<file path="src/design/chtt_pkg.sv">
// Shared types, command and status codes and small helper functions for the
// chained hash tag table. No dependencies.
package chtt_pkg;

  localparam int MAX_BUCKETS = 16;
  localparam int BKT_W       = 4;
  localparam int HASH_SHIFT  = 28;

  localparam logic [31:0] HASH_MUL      = 32'd2654435769;
  localparam logic [4:0]  BUCKETS_RESET = 5'd16;

  localparam logic [2:0] CMD_ADD      = 3'd0;
  localparam logic [2:0] CMD_REM_TAG  = 3'd1;
  localparam logic [2:0] CMD_REM_SLOT = 3'd2;
  localparam logic [2:0] CMD_RESTART  = 3'd3;
  localparam logic [2:0] CMD_NEXT     = 3'd4;

  localparam logic [1:0] ST_OK        = 2'd0;
  localparam logic [1:0] ST_NOT_FOUND = 2'd1;
  localparam logic [1:0] ST_FULL      = 2'd2;

  typedef struct packed {
    logic [2:0]  cmd;
    logic [31:0] tag;
    logic [5:0]  slot_in;
  } req_t;

  typedef struct packed {
    logic [1:0]  status;
    logic [5:0]  slot_out;
    logic [31:0] tag_out;
    logic [6:0]  item_count;
  } rsp_t;

  typedef enum logic [3:0] {
    S_IDLE,
    S_SLOT_RD,
    S_SLOT_CHK,
    S_HASH_A,
    S_HASH_B,
    S_HEAD,
    S_SEARCH,
    S_CMP,
    S_WALK,
    S_VISIT,
    S_DONE
  } state_t;

  // Bucket count register mapped onto the usable range.
  function automatic logic [4:0] depth_of(input logic [4:0] bc);
    logic [4:0] d;
    if (bc == 5'd0) begin
      d = 5'd1;
    end else if (bc > 5'(MAX_BUCKETS)) begin
      d = 5'(MAX_BUCKETS);
    end else begin
      d = bc;
    end
    return d;
  endfunction

  // Restoring remainder of a four-bit value by a divisor of 1 to 16.
  function automatic logic [BKT_W-1:0] bucket_mod(input logic [BKT_W-1:0] v,
                                                  input logic [4:0] d);
    logic [4:0] r;
    r = '0;
    for (int i = BKT_W - 1; i >= 0; i--) begin
      r = {r[3:0], v[i]};
      if (r >= d) begin
        r = r - d;
      end
    end
    return r[BKT_W-1:0];
  endfunction

endpackage

</file>
<file path="src/design/chtt_entry_mem.sv">
// Entry store of the chained hash tag table: tag and chain link per slot.
// Simple dual-port synchronous RAM with registered read data; no dependencies.
module chtt_entry_mem #(
  parameter int DEPTH = 64,
  parameter int AW    = 6,
  parameter int DW    = 39
) (
  input  logic          clk,
  input  logic          we,
  input  logic [AW-1:0] waddr,
  input  logic [DW-1:0] wdata,
  input  logic [AW-1:0] raddr,
  output logic [DW-1:0] rdata
);

  logic [DW-1:0] mem [DEPTH];

  always_ff @(posedge clk) begin
    if (we) begin
      mem[waddr] <= wdata;
    end
    rdata <= mem[raddr];
  end

endmodule

</file>
<file path="src/design/chtt_hash.sv">
// Two-stage bucket hash: multiplicative hash of the tag, then the remainder
// by the bucket count in use. Depends on chtt_pkg.
module chtt_hash (
  input  logic                       clk,
  input  logic [31:0]                tag,
  input  logic [4:0]                 depth,
  output logic [chtt_pkg::BKT_W-1:0] bucket
);

  logic [31:0]                prod;
  logic [chtt_pkg::BKT_W-1:0] prod_hi;

  // Only the low word of the product is kept.
  assign prod = tag * chtt_pkg::HASH_MUL;

  always_ff @(posedge clk) begin
    prod_hi <= prod[chtt_pkg::HASH_SHIFT +: chtt_pkg::BKT_W];
    bucket  <= chtt_pkg::bucket_mod(prod_hi, depth);
  end

endmodule

</file>
<file path="src/design/chained_hash_tag_table.sv">
// Chained hash tag table: one request at a time. Add hashes the tag and links the lowest free
// slot in at the bucket head; remove by tag hashes, then walks the chain to a hit or its end;
// remove by slot first reads the slot's tag; next passes over empty buckets to the next entry.
// A chain step is a read on the entry RAM port, then a compare. A request is taken the cycle
// after the previous result is registered. Synchronous reset clears bucket heads, valid bits,
// count and walk state, not the entry RAM.
module chained_hash_tag_table #(
  parameter int SLOTS = 64
) (
  input  logic             clk,
  input  logic             rst,
  input  logic             req_valid,
  output logic             req_ready,
  input  chtt_pkg::req_t   req,
  output logic             rsp_valid,
  input  logic             rsp_ready,
  output chtt_pkg::rsp_t   rsp,
  input  logic             cfg_valid,
  output logic             cfg_ready,
  input  logic [4:0]       cfg_data
);

  localparam int SW = $clog2(SLOTS);
  localparam int LW = SW + 1;
  localparam int XW = (LW > 7) ? LW : 7;
  localparam int DW = 32 + LW;
  localparam logic [LW-1:0] NIL       = LW'(SLOTS);
  localparam logic [LW-1:0] GUARD_END = LW'(SLOTS);

  chtt_pkg::state_t state, state_next;

  logic [4:0]     bucket_count;
  logic [LW-1:0]  heads [chtt_pkg::MAX_BUCKETS];
  logic [SLOTS-1:0] valid;
  logic [LW-1:0]  cnt;
  logic [4:0]     walk_bucket;
  logic [LW-1:0]  walk_cursor;

  logic [2:0]     cmd_q;
  logic [31:0]    tag_q;
  logic [5:0]     slot_q;
  logic [LW-1:0]  cur;
  logic [LW-1:0]  prev;
  logic [31:0]    prev_tag;
  logic [LW-1:0]  guard;
  logic [1:0]     res_status;
  logic [5:0]     res_slot;
  logic [31:0]    res_tag;

  logic [4:0]                 depth;
  logic [chtt_pkg::BKT_W-1:0] bucket;
  logic [LW-1:0]              head_of_bucket;
  logic [XW-1:0]              slot_x;
  logic                       slot_in_pool;
  logic [SW-1:0]              slot_idx;
  logic                       slot_ok;
  logic [SW-1:0]              free_idx;
  logic                       any_free;
  logic [DW-1:0]              rdata;
  logic [31:0]                rd_tag;
  logic [LW-1:0]              rd_link;
  logic                       hit;
  logic                       search_end;
  logic                       wb_in_range;
  logic [LW-1:0]              walk_pick;
  logic                       rsp_free;
  logic [XW-1:0]              free_x;
  logic [XW-1:0]              cur_x;
  logic [XW-1:0]              wcur_x;
  logic [XW-1:0]              cnt_x;

  logic                       mem_we;
  logic [SW-1:0]              mem_waddr;
  logic [DW-1:0]              mem_wdata;
  logic [SW-1:0]              mem_raddr;

  chtt_entry_mem #(
    .DEPTH (SLOTS),
    .AW    (SW),
    .DW    (DW)
  ) u_mem (
    .clk   (clk),
    .we    (mem_we),
    .waddr (mem_waddr),
    .wdata (mem_wdata),
    .raddr (mem_raddr),
    .rdata (rdata)
  );

  chtt_hash u_hash (
    .clk    (clk),
    .tag    (tag_q),
    .depth  (depth),
    .bucket (bucket)
  );

  assign depth          = chtt_pkg::depth_of(bucket_count);
  assign head_of_bucket = heads[bucket];
  assign slot_x         = XW'(slot_q);
  assign slot_in_pool   = slot_x < XW'(SLOTS);
  assign slot_idx       = slot_x[SW-1:0];
  assign slot_ok        = slot_in_pool && valid[slot_idx];
  assign rd_tag         = rdata[DW-1:LW];
  assign rd_link        = rdata[LW-1:0];
  assign hit            = rd_tag == tag_q;
  assign search_end     = (cur == NIL) || (guard == GUARD_END);
  assign wb_in_range    = walk_bucket < depth;
  assign walk_pick      = (walk_cursor == NIL) ? heads[walk_bucket[chtt_pkg::BKT_W-1:0]]
                                               : walk_cursor;
  assign rsp_free       = !rsp_valid || rsp_ready;
  assign free_x         = XW'(free_idx);
  assign cur_x          = XW'(cur);
  assign wcur_x         = XW'(walk_cursor);
  assign cnt_x          = XW'(cnt);
  assign cfg_ready      = 1'b1;

  // Lowest free slot.
  always_comb begin
    free_idx = '0;
    any_free = 1'b0;
    for (int i = SLOTS - 1; i >= 0; i--) begin
      if (!valid[i]) begin
        free_idx = SW'(i);
        any_free = 1'b1;
      end
    end
  end

  always_comb begin
    state_next = state;
    case (state)
      chtt_pkg::S_IDLE: begin
        if (req_valid) begin
          case (req.cmd)
            chtt_pkg::CMD_ADD:      state_next = chtt_pkg::S_HASH_A;
            chtt_pkg::CMD_REM_TAG:  state_next = chtt_pkg::S_HASH_A;
            chtt_pkg::CMD_REM_SLOT: state_next = chtt_pkg::S_SLOT_RD;
            chtt_pkg::CMD_NEXT:     state_next = chtt_pkg::S_WALK;
            default:                state_next = chtt_pkg::S_DONE;
          endcase
        end
      end
      chtt_pkg::S_SLOT_RD: begin
        state_next = slot_ok ? chtt_pkg::S_SLOT_CHK : chtt_pkg::S_DONE;
      end
      chtt_pkg::S_SLOT_CHK: state_next = chtt_pkg::S_HASH_A;
      chtt_pkg::S_HASH_A:   state_next = chtt_pkg::S_HASH_B;
      chtt_pkg::S_HASH_B:   state_next = chtt_pkg::S_HEAD;
      chtt_pkg::S_HEAD: begin
        state_next = (cmd_q == chtt_pkg::CMD_ADD) ? chtt_pkg::S_DONE : chtt_pkg::S_SEARCH;
      end
      chtt_pkg::S_SEARCH: begin
        state_next = search_end ? chtt_pkg::S_DONE : chtt_pkg::S_CMP;
      end
      chtt_pkg::S_CMP: begin
        state_next = hit ? chtt_pkg::S_DONE : chtt_pkg::S_SEARCH;
      end
      chtt_pkg::S_WALK: begin
        if (!wb_in_range) begin
          state_next = chtt_pkg::S_DONE;
        end else if (walk_pick != NIL) begin
          state_next = chtt_pkg::S_VISIT;
        end
      end
      chtt_pkg::S_VISIT: state_next = chtt_pkg::S_DONE;
      chtt_pkg::S_DONE: begin
        if (rsp_free) begin
          state_next = chtt_pkg::S_IDLE;
        end
      end
      default: state_next = chtt_pkg::S_IDLE;
    endcase
  end

  always_comb begin
    req_ready = 1'b0;
    mem_raddr = '0;
    mem_we    = 1'b0;
    mem_waddr = '0;
    mem_wdata = '0;
    case (state)
      chtt_pkg::S_IDLE:    req_ready = 1'b1;
      chtt_pkg::S_SLOT_RD: mem_raddr = slot_idx;
      chtt_pkg::S_SEARCH:  mem_raddr = cur[SW-1:0];
      chtt_pkg::S_WALK:    mem_raddr = walk_pick[SW-1:0];
      chtt_pkg::S_HEAD: begin
        if (cmd_q == chtt_pkg::CMD_ADD && any_free) begin
          mem_we    = 1'b1;
          mem_waddr = free_idx;
          mem_wdata = {tag_q, head_of_bucket};
        end
      end
      chtt_pkg::S_CMP: begin
        // Unlinking an entry behind the chain head rewrites the predecessor's link.
        if (hit && prev != NIL) begin
          mem_we    = 1'b1;
          mem_waddr = prev[SW-1:0];
          mem_wdata = {prev_tag, rd_link};
        end
      end
      default: begin
      end
    endcase
  end

  always_ff @(posedge clk) begin
    if (rst) begin
      state        <= chtt_pkg::S_IDLE;
      bucket_count <= chtt_pkg::BUCKETS_RESET;
      for (int i = 0; i < chtt_pkg::MAX_BUCKETS; i++) begin
        heads[i] <= NIL;
      end
      valid        <= '0;
      cnt          <= '0;
      walk_bucket  <= '0;
      walk_cursor  <= NIL;
      rsp_valid    <= 1'b0;
    end else begin
      state <= state_next;
      if (cfg_valid && cfg_ready) begin
        bucket_count <= cfg_data;
      end
      if (state == chtt_pkg::S_DONE && rsp_free) begin
        rsp_valid <= 1'b1;
      end else if (rsp_valid && rsp_ready) begin
        rsp_valid <= 1'b0;
      end
      case (state)
        chtt_pkg::S_IDLE: begin
          if (req_valid && req.cmd == chtt_pkg::CMD_RESTART) begin
            walk_bucket <= '0;
            walk_cursor <= NIL;
          end
        end
        chtt_pkg::S_HEAD: begin
          if (cmd_q == chtt_pkg::CMD_ADD && any_free) begin
            heads[bucket]   <= LW'(free_idx);
            valid[free_idx] <= 1'b1;
            cnt             <= cnt + LW'(1);
          end
        end
        chtt_pkg::S_CMP: begin
          if (hit) begin
            if (prev == NIL) begin
              heads[bucket] <= rd_link;
            end
            valid[cur[SW-1:0]] <= 1'b0;
            if (cnt != '0) begin
              cnt <= cnt - LW'(1);
            end
            // A walk parked on the removed entry moves on to its successor.
            if (walk_cursor == cur) begin
              walk_cursor <= rd_link;
              if (rd_link == NIL && walk_bucket != 5'd31) begin
                walk_bucket <= walk_bucket + 5'd1;
              end
            end
          end
        end
        chtt_pkg::S_WALK: begin
          if (wb_in_range) begin
            walk_cursor <= walk_pick;
            if (walk_pick == NIL) begin
              walk_bucket <= walk_bucket + 5'd1;
            end
          end
        end
        chtt_pkg::S_VISIT: begin
          walk_cursor <= rd_link;
          if (rd_link == NIL) begin
            walk_bucket <= walk_bucket + 5'd1;
          end
        end
        default: begin
        end
      endcase
    end
  end

  always_ff @(posedge clk) begin
    case (state)
      chtt_pkg::S_IDLE: begin
        if (req_valid) begin
          cmd_q      <= req.cmd;
          tag_q      <= req.tag;
          slot_q     <= req.slot_in;
          res_slot   <= '0;
          res_tag    <= '0;
          res_status <= (req.cmd == chtt_pkg::CMD_RESTART) ? chtt_pkg::ST_OK
                                                            : chtt_pkg::ST_NOT_FOUND;
        end
      end
      chtt_pkg::S_SLOT_CHK: tag_q <= rd_tag;
      chtt_pkg::S_HEAD: begin
        res_tag <= tag_q;
        if (cmd_q == chtt_pkg::CMD_ADD) begin
          if (any_free) begin
            res_status <= chtt_pkg::ST_OK;
            res_slot   <= free_x[5:0];
          end else begin
            res_status <= chtt_pkg::ST_FULL;
          end
        end else begin
          cur   <= head_of_bucket;
          prev  <= NIL;
          guard <= '0;
        end
      end
      chtt_pkg::S_CMP: begin
        if (hit) begin
          res_status <= chtt_pkg::ST_OK;
          res_slot   <= cur_x[5:0];
        end else begin
          prev     <= cur;
          prev_tag <= rd_tag;
          cur      <= rd_link;
          guard    <= guard + LW'(1);
        end
      end
      chtt_pkg::S_VISIT: begin
        res_status <= chtt_pkg::ST_OK;
        res_slot   <= wcur_x[5:0];
        res_tag    <= rd_tag;
      end
      chtt_pkg::S_DONE: begin
        if (rsp_free) begin
          rsp.status     <= res_status;
          rsp.slot_out   <= res_slot;
          rsp.tag_out    <= res_tag;
          rsp.item_count <= cnt_x[6:0];
        end
      end
      default: begin
      end
    endcase
  end

endmodule
</file>
<file path="config.mk">
export PLATFORM = sky130hd
export DESIGN_NAME = chained_hash_tag_table
export DESIGN_NICKNAME = d
export VERILOG_FILES = /design/src/design/chtt_pkg.sv /design/src/design/chtt_entry_mem.sv /design/src/design/chtt_hash.sv /design/src/design/chained_hash_tag_table.sv
export SDC_FILE = /design/constraint.sdc
export NUM_CORES = 2
export LEC_CHECK = 0
export ABC_AREA = 1
export BUFFER_PORTS_ARGS = -buffer_cell sky130_fd_sc_hd__buf_2
export CAP_MARGIN = 40
export CORE_AREA = 10 10 506 755
export DETAILED_ROUTE_END_ITERATION = 6
export DIE_AREA = 0 0 516 765
export PLACE_DENSITY = 0.58
export SLEW_MARGIN = 30
export SYNTH_ARGS = -nofsm -noshare
export SYNTH_HDL_FRONTEND = slang
export SYNTH_SLANG_ARGS = --single-unit
</file>
<file path="constraint.sdc">
create_clock -name clk -period 16.2 [get_ports clk]
set_clock_uncertainty 0.2 [all_clocks]
set_input_delay 1.62 -clock clk [delete_from_list [all_inputs] [get_ports clk]]
set_output_delay 1.62 -clock clk [all_outputs]
set_load 0.1 [all_outputs]
</file>
==> flow_summary.toml <==
[floorplanning]
start_util = 0.348
die_y_um = 765
pin_count = 101
die_area_um2 = 395000
core-area_um2 = 368000
rows = 273
die_x_um = 516

[synthesis]
synth_cell_type_count = 57
synth_area_um2 = 128000
synthCells = 10514
synth_edf_count = 2789
syn_area_per_cell_um2 = 12.2
synthFlopType = "edfxtp_1"
yosysWarnings = 0
seq_area_frac_synth = 0.676
synthArstFlopShare = 0
syn_nets = 11027
ys_ff_latch = 2933

[detailed_routing]
drtPass1Iterations = 7
drt_iter0_drc = 8551
wl_mm = 390
vias_per_cell = 5.55
drc_errors = 2
dr_total_vias = 86215
ant_nets = 0
post_drt_wl_per_cell_um = 25.1

[worst_setup_path]
timing.rr.end = "u_mem.rdata[22]"
crit_type = "reg2reg"
crit_path_start_kind = "flop"
cp-end-kind = "flop"
crit_fanout = 153
rrSetupSlack_ps = 8650
reg2reg_depth = 21
required_ps = 16780
arrival_ps = 8120

[flow_run]
drv_cap = 0

[timing]
min_period_ps = 7550
finalSetupViolations = 0
slew_headroom = 0.320
maxSlewViolCount = 0
min_period_over_period = 0.466
rsz0062_at_grt = "false"
tightest_slew_ps = 1020
setup_tns_ps = 0
finalHoldViolCount = 0
fmax_ghz = 0.132

[clock_tree]
hold_buffers = 0
cts_tree = "done"
cts-root-buf = "clkbuf_16"
cts_sinks = 2933
ctsLongestPathBuffers = 4
clk_latency_ps = 910
htree_levels = 5
clkSlewWorstSetupHoldPaths_ps = 70
cts_resized = 0
cts_buffers = 274
post_cts_buffers = 0

[hold_path]
hold_class = "reg2reg"
hp-start = "res_tag[8]"
hold-path-cell-count = 0
hold_end = "rsp[15]"

[grt]
grt_usage = 0.190
grt_pass1_wl_mm = 570
grt_max_degree = 186
overflow = 0
antenna_found_initial = 3
grt_pass1_vias = 85900

[placement]
placed_cells = 15041
dp_hpwl_mm = 239
portBuffers = 99
place_congestion = 0.922

[finish]
syn2layout_area_growth_pct = 13.6
multiInputGateArea_um2 = 38100
fillers = 34379
regArea_um2 = 86600
final_cells = 15543
drive_gt1_frac = 0.0861
fin_nets = 11029

[status]
status = "finished with violations"
violations = "design-rule violations"
## cell type report
cell class,instances,share of cell area
clock buffers,346,0.0512
flip-flops and latches,2933,0.595
multi-input cells,6355,0.261
clock inverters,141,0.0114
well taps,4812,0.0413
diodes,4,0.0000687
repair buffers,365,0.0244
inverters,587,0.0153
## synth_stat cells (4+ instances only)
library cell  count  area share
edfxtp_1       2789        0.65
o211ai_1         32      0.0019
dfxtp_1         144       0.022
nand3_1         131      0.0051
a21oi_1         198      0.0077
buf_4             4     0.00023
nand2_1         510       0.015
inv_1           572       0.017
o32ai_1         604       0.041
a221oi_1          6     0.00041
inv_2             4     0.00012
clkinv_1         11     0.00032
a22oi_1          49      0.0029
o21ai_0        1188       0.046
or2_2             4     0.00020
nand2_4           6     0.00053
nor2_1         2667       0.078
o22ai_1          64      0.0031
o2111ai_1         5     0.00034
o221ai_1        162       0.011
a211oi_1         11     0.00064
or4_1             6     0.00035
a221o_1           4     0.00031
a31oi_1          12     0.00059
fa_1            232       0.036
nand4_1          36      0.0018
buf_1            35      0.0010
o311ai_0         19      0.0013
nor3_1           36      0.0014
nor4_1           14     0.00068
clkbuf_1        598       0.018
xor2_1           42      0.0029
xnor2_1          33      0.0023
ha_1            230       0.022
a21boi_0         19      0.0011
## how the worst max path moves through the flow
| stage | startpoint | to | slack (ps) | cells after the start |
|---|---|---|---|---|
| after CTS | flop | u_mem.rdata[18] | 8780 | 20 |
| final | flop | u_mem.rdata[22] | 8650 | 21 |
| after global routing | flop | u_mem.rdata[12] | 8130 | 21 |
| after floorplan | tag_q[16] | u_hash.prod_hi[3] | 10190 | 19 |
| after detailed placement | flop | u_mem.rdata[18] | 8840 | 20 |
| after global placement | tag_q[15] | u_mem.mem[4][13] | 8750 | 14 |
## registers in the layout, indices dropped and copies added, names as in the netlist, 6 cells and up, named ones only
register,flops
u_mem.rdata,39
res_tag,32
cur,7
walk_cursor,7
guard,7
res_slot,6
slot_idx,6
cnt,7
prev,7
heads,112
u_mem.mem,2496
valid,64
rsp,47
prev_tag,32
tag_q,32
## metrics by stage
stage / instance area (µm²) / hold WS (ps) / util / setup WS, ps
3_5_place_dp: 136000 / 205 / 0.370 / 8840
6_report: 146000 / 218 / 0.395 / 8650
3_3_place_gp: 135000 / 203 / 0.367 / 8750
5_1_grt: 146000 / 224 / 0.395 / 8130
2_1_floorplan: 128000 / 200 / - / 10190
4_1_cts: 145000 / 219 / 0.395 / 8780
## metal layers
layer / wire [µm] / global-route usage
met1: 146000 / 0.224
met2: 197000 / 0.338
met3: 23600 / 0.0234
met4: 22600 / 0.0971
met5: 15 / 0
## cell usage in the layout (no fill, tap or decap), types with 27 or more instances in the layout
cell type  netlist  layout
o32ai_1        604     604
xor2_1          42      42
clkbuf_16        0     286
nand3_1        131     126
clkbuf_1       598      53
edfxtp_1      2789    2789
inv_1          572     570
clkinv_2         0      42
nand4_1         36      36
buf_16           0      34
o21ai_4          0      42
dfxtp_1        144     144
a22oi_1         49      49
buf_2            2     102
xnor2_1         33      33
a21oi_1        198     197
o221ai_1       162     162
clkinv_1        11      42
bufinv_16        0      32
ha_1           230     230
o22ai_1         64      64
o211ai_1        32      32
nor2_1        2667    2597
buf_4            4     191
nand2_1        510     508
o21ai_0       1188    1148
buf_12           0      27
nor2_4           0      66
fa_1           232     232
## critical path, cell delays in order, from the launching register on
cell and delay (ps):
dfxtp_1 300, buf_4 280, inv_1 500, buf_4 470
o21ai_0 140, o221ai_1 210, nand3_1 100, nand2_1 200
nand2_1 120, nand2_1 70, nand2_1 100, nand2_4 590
buf_12 590, buf_4 640, buf_4 690, buf_4 710
nor2_1 90, o32ai_1 300, nor2_1 60, o221ai_1 220
nand3_1 250, nand2_1 230
## cells by family (layout without fill, tap and decap cells)
family,after synthesis,count (layout),share of synthesized area
flip-flops,2933,2933,0.676
AND/OR/NAND/NOR,3420,3420,0.104
XOR/XNOR,75,75,0.00512
multiplexers,1,1,0.0000878
other,1,5,0.0000293
adder cells (fa/ha/maj),462,462,0.0587
buffers and inverters,1226,1439,0.0360
AO/OA/AOI/OAI,2396,2396,0.121
Power is not shown: default switching activity piles up to over one toggle a cycle in this logic, so the estimate is an artifact.
